==> config.mk <==
export PLATFORM = sky130hd
export DESIGN_NAME = scancode_line_editor_top
export DESIGN_NICKNAME = d
export VERILOG_FILES = /design/src/sle_pkg.sv /design/src/sle_ram.sv /design/src/sle_front.sv /design/src/sle_queue.sv /design/src/sle_back.sv /design/src/scancode_line_editor_top.sv
export SDC_FILE = /design/constraint.sdc
export NUM_CORES = 1
export LEC_CHECK = 0
export BUFFER_PORTS_ARGS = -buffer_cell sky130_fd_sc_hd__buf_2
export CAP_MARGIN = 10
export CORE_MARGIN = 4
export CORE_UTILIZATION = 45
export CTS_CLUSTER_DIAMETER = 200
export DETAILED_ROUTE_END_ITERATION = 8
export PLACE_DENSITY_LB_ADDON = 0.15
export SLEW_MARGIN = 0
export SYNTH_ARGS = -nofsm -noshare
export SYNTH_HDL_FRONTEND = slang
export SYNTH_SLANG_ARGS = --single-unit
==> constraint.sdc <==
create_clock -name clock -period 3.9 [get_ports clock]
set_input_delay 0 -clock clock [delete_from_list [all_inputs] [get_ports clock]]
set_output_delay 0 -clock clock [all_outputs]
set_load 0.02 [all_outputs]
==> src/sle_pkg.sv <==
// ----------------------------------------------------------------------------
// sle_pkg
// Shared types, constants and the key map of the scan-code line editor.
// ----------------------------------------------------------------------------
`default_nettype none

package sle_pkg;

   // Line store geometry
   localparam int LINE_CAP    = 256;
   localparam int LINE_ADDR_W = $clog2(LINE_CAP);
   localparam int LINE_LEN_W  = $clog2(LINE_CAP + 1);

   // Command queue between front and back
   localparam int QUEUE_DEPTH = 4;
   localparam int QUEUE_PTR_W = $clog2(QUEUE_DEPTH);
   localparam int QUEUE_CNT_W = $clog2(QUEUE_DEPTH + 1);

   // Result kinds
   localparam logic [1:0] EV_ECHO    = 2'd0;
   localparam logic [1:0] EV_ERASE   = 2'd1;
   localparam logic [1:0] EV_REBOOT  = 2'd2;
   localparam logic [1:0] EV_UNKNOWN = 2'd3;

   // Command codes carried through the queue
   localparam logic [1:0] OP_CHAR  = 2'd0;
   localparam logic [1:0] OP_ERASE = 2'd1;
   localparam logic [1:0] OP_ENTER = 2'd2;

   // Key codes after the decrement (make form)
   localparam logic [6:0] KEY_LSHIFT = 7'h29;
   localparam logic [6:0] KEY_RSHIFT = 7'h35;
   localparam logic [6:0] KEY_CTRL   = 7'h1C;
   localparam logic [6:0] KEY_ALT    = 7'h37;
   localparam logic [6:0] KEY_BKSP   = 7'h0D;
   localparam logic [6:0] KEY_ENTER  = 7'h1B;

   localparam logic [7:0] ERASE_CODE = 8'h08;
   localparam logic [7:0] NO_CHAR    = 8'hFF;

   // Length of the command word and index of the separator after it
   localparam int WORD_LEN = 6;

   // Key map rows: upper byte plain, lower byte shifted
   localparam int KEY_ROWS = 57;
   localparam logic [15:0] KEYMAP [0:KEY_ROWS-1] = '{
      16'h1B1B, 16'h3121, 16'h3240, 16'h3323, 16'h3424, 16'h3525,
      16'h365E, 16'h3726, 16'h382A, 16'h3928, 16'h3029, 16'h2D5F,
      16'h3D2B, 16'h0808, 16'h0909, 16'h7151, 16'h7757, 16'h6545,
      16'h7252, 16'h7454, 16'h7959, 16'h7555, 16'h6949, 16'h6F4F,
      16'h7050, 16'h5B7B, 16'h5D7D, 16'h0A0A, 16'hFFFF, 16'h6141,
      16'h7353, 16'h6444, 16'h6646, 16'h6747, 16'h6848, 16'h6A4A,
      16'h6B4B, 16'h6C4C, 16'h3B3A, 16'h2722, 16'h607E, 16'hFFFF,
      16'h5C7C, 16'h7A5A, 16'h7858, 16'h6343, 16'h7656, 16'h6242,
      16'h6E4E, 16'h6D4D, 16'h2C3C, 16'h2E3E, 16'h2F3F, 16'hFFFF,
      16'hFFFF, 16'hFFFF, 16'h2020
   };

   typedef struct packed {
      logic [1:0] op;
      logic [7:0] code;
   } sle_cmd_type;

   typedef struct packed {
      logic full;
      logic empty;
   } sle_queue_status_type;

   // Map a make code to a character; rows past the map give NO_CHAR
   function automatic logic [7:0] key_lookup(input logic [6:0] key, input logic shift);
      logic [15:0] row;
      row = {NO_CHAR, NO_CHAR};
      if (key < 7'(KEY_ROWS)) begin
         row = KEYMAP[key[5:0]];
      end
      return shift ? row[7:0] : row[15:8];
   endfunction

   // Expected text of the command line: "reboot" followed by a space
   function automatic logic [7:0] reboot_char(input logic [2:0] idx);
      logic [7:0] ch;
      case (idx)
         3'd0:    ch = 8'h72;
         3'd1:    ch = 8'h65;
         3'd2:    ch = 8'h62;
         3'd3:    ch = 8'h6F;
         3'd4:    ch = 8'h6F;
         3'd5:    ch = 8'h74;
         default: ch = 8'h20;
      endcase
      return ch;
   endfunction

endpackage

`default_nettype wire

==> src/sle_ram.sv <==
// ----------------------------------------------------------------------------
// sle_ram
// Generic single-write, single-read RAM with registered read data.
// ----------------------------------------------------------------------------
`default_nettype none

module sle_ram #(
   parameter int WIDTH = 8,
   parameter int DEPTH = 256
) (
   input  wire logic                     clock,
   input  wire logic                     wr_en,
   input  wire logic [$clog2(DEPTH)-1:0] wr_addr,
   input  wire logic [WIDTH-1:0]         wr_data,
   input  wire logic                     rd_en,
   input  wire logic [$clog2(DEPTH)-1:0] rd_addr,
   output      logic [WIDTH-1:0]         rd_data
);

   logic [WIDTH-1:0] mem_ff [0:DEPTH-1];
   logic [WIDTH-1:0] rd_data_ff;

   // Write port
   always_ff @(posedge clock) begin
      if (wr_en) begin
         mem_ff[wr_addr] <= wr_data;
      end
   end

   // Registered read port
   always_ff @(posedge clock) begin
      if (rd_en) begin
         rd_data_ff <= mem_ff[rd_addr];
      end
   end

   assign rd_data = rd_data_ff;

endmodule

`default_nettype wire

==> src/sle_front.sv <==
// ----------------------------------------------------------------------------
// sle_front
// Accept scan bytes, track the shift keys, and turn make codes into commands.
// ----------------------------------------------------------------------------
`default_nettype none

module sle_front
   import sle_pkg::*;
(
   input  wire logic                 clock,
   input  wire logic                 reset,
   input  wire logic                 csr_valid,
   input  wire logic                 csr_keys_enabled,
   input  wire logic                 req_valid,
   output      logic                 req_stall,
   input  wire logic [7:0]           req_scan_byte,
   input  wire sle_queue_status_type queue_status,
   output      logic                 push,
   output      sle_cmd_type          push_cmd
);

   logic       keys_en_ff, keys_en_in;
   logic       shift_ff, shift_in;
   logic       accept;
   logic [7:0] key;

   assign req_stall = queue_status.full;
   assign accept    = req_valid && !req_stall;
   assign key       = req_scan_byte - 8'd1;

   // Configuration register
   always_comb begin
      keys_en_in = keys_en_ff;
      if (csr_valid) begin
         keys_en_in = csr_keys_enabled;
      end
   end

   // Classify the accepted byte
   always_comb begin
      shift_in      = shift_ff;
      push          = 1'b0;
      push_cmd.op   = OP_CHAR;
      push_cmd.code = key_lookup(key[6:0], shift_ff);
      if (accept && keys_en_ff) begin
         if (key[7]) begin
            if (key[6:0] inside {KEY_LSHIFT, KEY_RSHIFT}) begin
               shift_in = 1'b0;
            end
         end else if (key[6:0] inside {KEY_LSHIFT, KEY_RSHIFT}) begin
            shift_in = 1'b1;
         end else if (key[6:0] inside {KEY_CTRL, KEY_ALT}) begin
            push = 1'b0;
         end else if (key[6:0] == KEY_BKSP) begin
            push        = 1'b1;
            push_cmd.op = OP_ERASE;
         end else if (key[6:0] == KEY_ENTER) begin
            push        = 1'b1;
            push_cmd.op = OP_ENTER;
         end else begin
            push = 1'b1;
         end
      end
   end

   always_ff @(posedge clock) begin
      if (reset) begin
         keys_en_ff <= 1'b0;
         shift_ff   <= 1'b0;
      end else begin
         keys_en_ff <= keys_en_in;
         shift_ff   <= shift_in;
      end
   end

endmodule

`default_nettype wire

==> src/sle_queue.sv <==
// ----------------------------------------------------------------------------
// sle_queue
// Short command queue that decouples the front classifier from the back end.
// ----------------------------------------------------------------------------
`default_nettype none

module sle_queue
   import sle_pkg::*;
(
   input  wire logic                 clock,
   input  wire logic                 reset,
   input  wire logic                 push,
   input  wire sle_cmd_type          push_cmd,
   input  wire logic                 pop,
   output      sle_cmd_type          head_cmd,
   output      sle_queue_status_type status
);

   sle_cmd_type              slot_ff [0:QUEUE_DEPTH-1];
   logic [QUEUE_PTR_W-1:0]   wr_ptr_ff, wr_ptr_in;
   logic [QUEUE_PTR_W-1:0]   rd_ptr_ff, rd_ptr_in;
   logic [QUEUE_CNT_W-1:0]   count_ff, count_in;

   assign status.full  = (count_ff == QUEUE_CNT_W'(QUEUE_DEPTH));
   assign status.empty = (count_ff == '0);
   assign head_cmd     = slot_ff[rd_ptr_ff];

   // Advance pointers and occupancy
   always_comb begin
      wr_ptr_in = wr_ptr_ff;
      rd_ptr_in = rd_ptr_ff;
      count_in  = count_ff;
      if (push) begin
         wr_ptr_in = wr_ptr_ff + 1'b1;
      end
      if (pop) begin
         rd_ptr_in = rd_ptr_ff + 1'b1;
      end
      if (push && !pop) begin
         count_in = count_ff + 1'b1;
      end else if (pop && !push) begin
         count_in = count_ff - 1'b1;
      end
   end

   always_ff @(posedge clock) begin
      if (reset) begin
         wr_ptr_ff <= '0;
         rd_ptr_ff <= '0;
         count_ff  <= '0;
      end else begin
         wr_ptr_ff <= wr_ptr_in;
         rd_ptr_ff <= rd_ptr_in;
         count_ff  <= count_in;
      end
   end

   // Store the pushed command
   always_ff @(posedge clock) begin
      if (push) begin
         slot_ff[wr_ptr_ff] <= push_cmd;
      end
   end

`ifndef SYNTHESIS
   a_no_push_full: assert property (@(posedge clock) disable iff (reset)
      push |-> (count_ff < QUEUE_CNT_W'(QUEUE_DEPTH)))
      else $error("command pushed into a full queue");

   a_no_pop_empty: assert property (@(posedge clock) disable iff (reset)
      pop |-> (count_ff != '0))
      else $error("command popped from an empty queue");
`endif

endmodule

`default_nettype wire

==> src/sle_back.sv <==
// ----------------------------------------------------------------------------
// sle_back
// Execute queued commands against the line store and register each result.
// ----------------------------------------------------------------------------
`default_nettype none

module sle_back
   import sle_pkg::*;
(
   input  wire logic                 clock,
   input  wire logic                 reset,
   input  wire sle_cmd_type          head_cmd,
   input  wire sle_queue_status_type queue_status,
   output      logic                 pop,
   output      logic                 rsp_valid,
   input  wire logic                 rsp_stall,
   output      logic [1:0]           rsp_event_kind,
   output      logic [7:0]           rsp_char_code
);

   localparam logic ST_IDLE = 1'b0;
   localparam logic ST_SCAN = 1'b1;

   logic                   state_ff, state_in;
   logic [LINE_LEN_W-1:0]  len_ff, len_in;
   logic [2:0]             idx_ff, idx_in;
   logic [2:0]             last_ff, last_in;
   logic                   have_ff, have_in;
   logic                   ok_ff, ok_in;
   logic                   rsp_valid_ff, rsp_valid_in;
   logic [1:0]             kind_ff, kind_in;
   logic [7:0]             code_ff, code_in;

   logic                   slot_free;
   logic [2:0]             cmp_idx;
   logic                   match;
   logic                   wr_en;
   logic                   rd_en;
   logic [LINE_ADDR_W-1:0] rd_addr;
   logic [7:0]             rd_data;

   assign slot_free = !rsp_valid_ff || !rsp_stall;
   assign pop       = (state_ff == ST_IDLE) && !queue_status.empty && slot_free;
   assign cmp_idx   = idx_ff - 3'd1;
   assign match     = ok_ff && (rd_data == reboot_char(cmp_idx));
   assign rd_en     = (state_ff == ST_SCAN);
   assign rd_addr   = LINE_ADDR_W'(idx_ff);
   assign wr_en     = pop && (head_cmd.op == OP_CHAR) && (len_ff < LINE_LEN_W'(LINE_CAP));

   // Command execution and enter-key word scan
   always_comb begin
      state_in     = state_ff;
      len_in       = len_ff;
      idx_in       = idx_ff;
      last_in      = last_ff;
      have_in      = have_ff;
      ok_in        = ok_ff;
      rsp_valid_in = rsp_valid_ff && rsp_stall;
      kind_in      = kind_ff;
      code_in      = code_ff;
      case (state_ff)
         ST_IDLE: begin
            if (pop) begin
               case (head_cmd.op)
                  OP_CHAR: begin
                     rsp_valid_in = 1'b1;
                     kind_in      = EV_ECHO;
                     code_in      = head_cmd.code;
                     if (wr_en) begin
                        len_in = len_ff + 1'b1;
                     end
                  end
                  OP_ERASE: begin
                     if (len_ff != '0) begin
                        len_in       = len_ff - 1'b1;
                        rsp_valid_in = 1'b1;
                        kind_in      = EV_ERASE;
                        code_in      = ERASE_CODE;
                     end
                  end
                  OP_ENTER: begin
                     if (len_ff < LINE_LEN_W'(WORD_LEN)) begin
                        len_in       = '0;
                        rsp_valid_in = 1'b1;
                        kind_in      = EV_UNKNOWN;
                        code_in      = '0;
                     end else begin
                        state_in = ST_SCAN;
                        idx_in   = '0;
                        have_in  = 1'b0;
                        ok_in    = 1'b1;
                        last_in  = (len_ff == LINE_LEN_W'(WORD_LEN)) ?
                                   3'(WORD_LEN - 1) : 3'(WORD_LEN);
                     end
                  end
                  default: begin
                     rsp_valid_in = rsp_valid_ff && rsp_stall;
                  end
               endcase
            end
         end
         ST_SCAN: begin
            idx_in  = idx_ff + 3'd1;
            have_in = 1'b1;
            if (have_ff) begin
               ok_in = match;
               if (cmp_idx == last_ff) begin
                  state_in     = ST_IDLE;
                  len_in       = '0;
                  rsp_valid_in = 1'b1;
                  kind_in      = match ? EV_REBOOT : EV_UNKNOWN;
                  code_in      = '0;
               end
            end
         end
         default: begin
            state_in = ST_IDLE;
         end
      endcase
   end

   always_ff @(posedge clock) begin
      if (reset) begin
         state_ff     <= ST_IDLE;
         len_ff       <= '0;
         have_ff      <= 1'b0;
         rsp_valid_ff <= 1'b0;
      end else begin
         state_ff     <= state_in;
         len_ff       <= len_in;
         have_ff      <= have_in;
         rsp_valid_ff <= rsp_valid_in;
      end
   end

   // Payload registers
   always_ff @(posedge clock) begin
      idx_ff  <= idx_in;
      last_ff <= last_in;
      ok_ff   <= ok_in;
      kind_ff <= kind_in;
      code_ff <= code_in;
   end

   sle_ram #(
      .WIDTH (8),
      .DEPTH (LINE_CAP)
   ) u_line_ram (
      .clock   (clock),
      .wr_en   (wr_en),
      .wr_addr (len_ff[LINE_ADDR_W-1:0]),
      .wr_data (head_cmd.code),
      .rd_en   (rd_en),
      .rd_addr (rd_addr),
      .rd_data (rd_data)
   );

   assign rsp_valid      = rsp_valid_ff;
   assign rsp_event_kind = kind_ff;
   assign rsp_char_code  = code_ff;

`ifndef SYNTHESIS
   a_len_in_range: assert property (@(posedge clock) disable iff (reset)
      len_ff <= LINE_LEN_W'(LINE_CAP))
      else $error("line length beyond capacity");

   a_scan_slot_empty: assert property (@(posedge clock) disable iff (reset)
      (state_ff == ST_SCAN) |-> !rsp_valid_ff)
      else $error("result pending while the line is scanned");

   a_scan_needs_word: assert property (@(posedge clock) disable iff (reset)
      (state_ff == ST_SCAN) |-> (len_ff >= LINE_LEN_W'(WORD_LEN)))
      else $error("line scanned although shorter than the command word");
`endif

endmodule

`default_nettype wire

==> src/scancode_line_editor_top.sv <==
// A character or erase byte passes through the command queue before its result is
// registered; an enter result follows one line store read per compared character.
// Throughput: one byte per cycle while the 4-entry command queue has room; an enter
// occupies the back end while it scans the line through the single line store read port.
// Reset clears keys_enabled, the shift flag, the line length, the queue and the result
// register at once; the line store itself is not cleared and needs no clearing pass.
// ----------------------------------------------------------------------------
// scancode_line_editor_top
// Set-1 scan-code line editor: front classifier, command queue, back end.
// ----------------------------------------------------------------------------
`default_nettype none

module scancode_line_editor_top
   import sle_pkg::*;
(
   input  wire logic       clock,
   input  wire logic       reset,
   input  wire logic       csr_valid,
   output      logic       csr_ready,
   input  wire logic       csr_keys_enabled,
   input  wire logic       req_valid,
   output      logic       req_stall,
   input  wire logic [7:0] req_scan_byte,
   output      logic       rsp_valid,
   input  wire logic       rsp_stall,
   output      logic [1:0] rsp_event_kind,
   output      logic [7:0] rsp_char_code
);

   logic                 push;
   sle_cmd_type          push_cmd;
   logic                 pop;
   sle_cmd_type          head_cmd;
   sle_queue_status_type queue_status;

   // Configuration writes always complete in one transfer
   assign csr_ready = 1'b1;

   sle_front u_front (
      .clock            (clock),
      .reset            (reset),
      .csr_valid        (csr_valid),
      .csr_keys_enabled (csr_keys_enabled),
      .req_valid        (req_valid),
      .req_stall        (req_stall),
      .req_scan_byte    (req_scan_byte),
      .queue_status     (queue_status),
      .push             (push),
      .push_cmd         (push_cmd)
   );

   sle_queue u_queue (
      .clock    (clock),
      .reset    (reset),
      .push     (push),
      .push_cmd (push_cmd),
      .pop      (pop),
      .head_cmd (head_cmd),
      .status   (queue_status)
   );

   sle_back u_back (
      .clock          (clock),
      .reset          (reset),
      .head_cmd       (head_cmd),
      .queue_status   (queue_status),
      .pop            (pop),
      .rsp_valid      (rsp_valid),
      .rsp_stall      (rsp_stall),
      .rsp_event_kind (rsp_event_kind),
      .rsp_char_code  (rsp_char_code)
   );

endmodule

`default_nettype wire
==> results.md <==
- Peak ir drop on the vdd network: 356 uV
- # rows: 48
- CTS Buffer Depth: 2
- Final Setup Violations: 0
- GRT Residual Overflow: 0
- Synth top area share: 47.9%
- First-pass GRT wire length: 28200 um
- Drt first-iter violations: 482
- Fin. max-slew vios: 0
- Area of the multi-input gates: 3450 um^2
- Final wirelength: 17500 um
- Core area: 17400 um^2
- Syn Area/Cell: 12.1 um^2
- Worst setup SP type: flip-flop
- Power density over cell area: 582 nW/um^2
- Fin Setup TNS: 0 ns
- Place WS: 0.443 ns
- Most frequent cell after synthesis: edfxtp_1
- Status: finished clean
- Post-synthesis cell type count: 71
- Fin crit share: 87.9%
- Post-Syn Area: 8030 um^2
- Initial Utilization: 46.1%
- Crit path setup slack, layout: 0.473 ns
- Reg2reg setup slack: 0.47 ns
- First-pass iteration count of the detailed router: 5
- DRC viols: 0
- Cell taking the most area after synthesis: edfxtp_1
- Dpl cell area: 8370 um^2
- RSZ-0062 raised after global routing: no
- Top_reg_cell synth: edfxtp_1
- Antenna Diode Count: 0
- CTS tree: done
- YS warnings: 0
- Worst r2r dst: u_back.len_ff[8]
- Total clock sinks: 151
- Global placement routability congestion: 0.895
- Area grow syn2layout: 11.8%
- Least-Margin Pin Slew: 0.897 ns
- Clk_lat worst skew: 0.42 ns
- Async SR Flop Fraction: 0%
- Vias in the first global route: 5267
- Worst Reg-to-Reg Cells: 9
- EDFF count, synth: 128
- Post-synth top cells: 128 x edfxtp_1, 50 x nor2_1, 44 x nand2_1, 41 x a21oi_1, 31 x clkbuf_1
- IO Count: 27
- Detailed Place HPWL: 11900 um
- DIE AREA: 20000 um^2
- Final hold violations: 0
- Post-CTS Repair Setup Buffers: 0
- Final Skew: 0.00917 ns
- CP Max Fanout: 6
- NumNets Final: 730
- DIE WIDTH: 142 um
- CTS buffer count: 17
- Vias/cell: 5.90
- Clock root buffer: clkbuf_16
- Port bufs: 25
- Data arrival, critical path: 3.78 ns
- H-tree depth: 4
- Synth top area cells: edfxtp_1 48%, mux4_2 7.3%, dfxtp_1 5.7%
- Finished Cell Area: 8970 um^2
- Sequential area share after synthesis: 53.6%
- Tmin final: 3.43 ns
- Max-slew headroom: 40.0%
- Core Util, Final: 51.5%
- Largest net degree at the start of global routing: 40
- Worst Hold Depth: 2
- Antenna viol nets, final: 0
- HP Class: input pin to flip-flop
- Cell count after synthesis: 666
- Setup CP Type: flip-flop to flip-flop
- Max-Cap Viols: 0
- Crit end category: flip-flop
- Gr usage total: 17.9%
- Worst EP required: 4.25 ns
- Syn nets: 710
- Register Area: 4300 um^2
- DIE HEIGHT: 142 um
- Fillers: 1492
- Clk pin slew, worst setup/hold paths: 0.06 ns
- Routed via count: 5448
- Routed WL per cell: 19.0 um
- Static leakage: 0.00311 uW
- Worst setup path endpoint: u_back.len_ff[8]
- Maximum clock frequency: 0.292 GHz
- Flop and latch count out of synthesis: 151
- Initial antenna violation count: 0
- Layout cells sized above 1: 17.0%
where the power goes:
group | total [uW] | leakage (uW) | switching [uW] | internal, uW
logic | 1530 | 0.00149 | 936 | 592
registers | 2160 | 0.00136 | 123 | 2030
clock network | 1540 | 0.000264 | 657 | 880
total | 5220 | 0.00311 | 1720 | 3500
what timing repair did:
item,in CTS,in global routing
hold buffers,5,0
hold endpoints to repair,3,0
gates resized for setup,0,0
cells by family after synthesis:
kind of cell	Yosys count	share of synthesized area (%)
adder cells (fa/ha/maj)	30	4.86
AO/OA/AOI/OAI	138	11.8
other	1	0.0467
flip-flops	151	53.6
buffers and inverters	68	3.35
multiplexers	50	10.5
XOR/XNOR	22	2.49
AND/OR/NAND/NOR	206	13.3
critical path, cell delays in order (launching register included):
cell	delay, ns
dfxtp_1	0.40
mux4_2	0.57
ha_1	0.31
fa_1	0.42
a21o_1	0.19
a211o_1	0.31
a2111oi_0	0.40
nor2_1	0.16
or4_1	0.49
nand4_1	0.11
flip-flops by register name (all words and copies together) (netlist names), named ones only:
signal and count:
u_back.have_ff 1, u_back.idx_ff 3, u_back.last_ff 2, u_back.len_ff 9, u_back.ok_ff 1, u_back.rd_en 1, u_back.rsp_char_code 8, u_back.rsp_event_kind 2
u_back.rsp_valid 1, u_back.u_line_ram.mem_ff 64, u_back.u_line_ram.rd_data 8, u_front.keys_en_ff 1, u_front.shift_ff 1, u_queue.count_ff 3, u_queue.rd_ptr_ff 2, u_queue.slot_ff 40
u_queue.wr_ptr_ff 2
through the flow:
stage | hold slack [ns] | cells | total power [uW]
after detailed placement | 0.258 | 887 | 3720
final | 0.0183 | 923 | 5220
after CTS | 0.00498 | 923 | 5260
after global placement | 0.239 | 887 | 3680
after floorplan | 0.147 | 666 | 3290
after global routing | 0.0398 | 923 | 5500
placed cells by master (no fill, tap or decap), types with 6 or more instances in the layout:
cell / Yosys / layout
buf_4: 1 / 16
ha_1: 28 / 28
or3_1: 12 / 12
dfxtp_1: 23 / 23
nand4_1: 8 / 8
nand2_1: 44 / 44
nor3_1: 16 / 16
mux2_2: 10 / 10
inv_1: 22 / 22
a21oi_1: 41 / 41
xor2_1: 12 / 12
o21ai_0: 18 / 18
nor2_1: 50 / 50
buf_2: 8 / 25
and2_1: 13 / 13
xnor2_1: 9 / 9
o221ai_1: 6 / 6
o211ai_1: 7 / 7
o31a_1: 6 / 6
edfxtp_1: 128 / 128
clkbuf_16: 0 / 17
nand2b_1: 11 / 11
nand3_1: 13 / 13
mux2i_1: 13 / 13
a31oi_1: 9 / 9
mux4_2: 26 / 26
worst min-delay path by stage:
stage | startpoint | to | slack [ns]
finish | reset | u_front.keys_en_ff | 0.02
global route | reset | u_back.len_ff[4] | 0.04
CTS | reset | u_front.keys_en_ff | 0.005
detailed placement | csr_keys_enabled | u_front.keys_en_ff | 0.26
global placement | csr_keys_enabled | u_front.keys_en_ff | 0.24
floorplan | csr_keys_enabled | u_front.keys_en_ff | 0.15
per-layer routing:
| metal | GRT usage [%] | vias to the layer above | share of wire [%] | routed length (um) |
|---|---|---|---|---|
| met2 | 30.0 | 140 | 51 | 8890 |
| met5 | 0 | - | 0 | 0 |
| met1 | 23.3 | 2701 | 44 | 7660 |
| li1 | - | 2580 | - | - |
| met4 | 6.46 | 0 | 1.7 | 299 |
| met3 | 3.20 | 27 | 3.7 | 642 |
layout make-up:
| type | count | share of cell area (%) |
|---|---|---|
| tap | 225 | 3.14 |
| inverter | 23 | 0.962 |
| clock buffer | 17 | 4.74 |
| sequential | 151 | 48.0 |
| timing repair buffer | 46 | 3.29 |
| multi-input combinational | 447 | 38.5 |
| clock inverter | 14 | 1.42 |
Note: power is estimated with default switching activity, not from simulation.
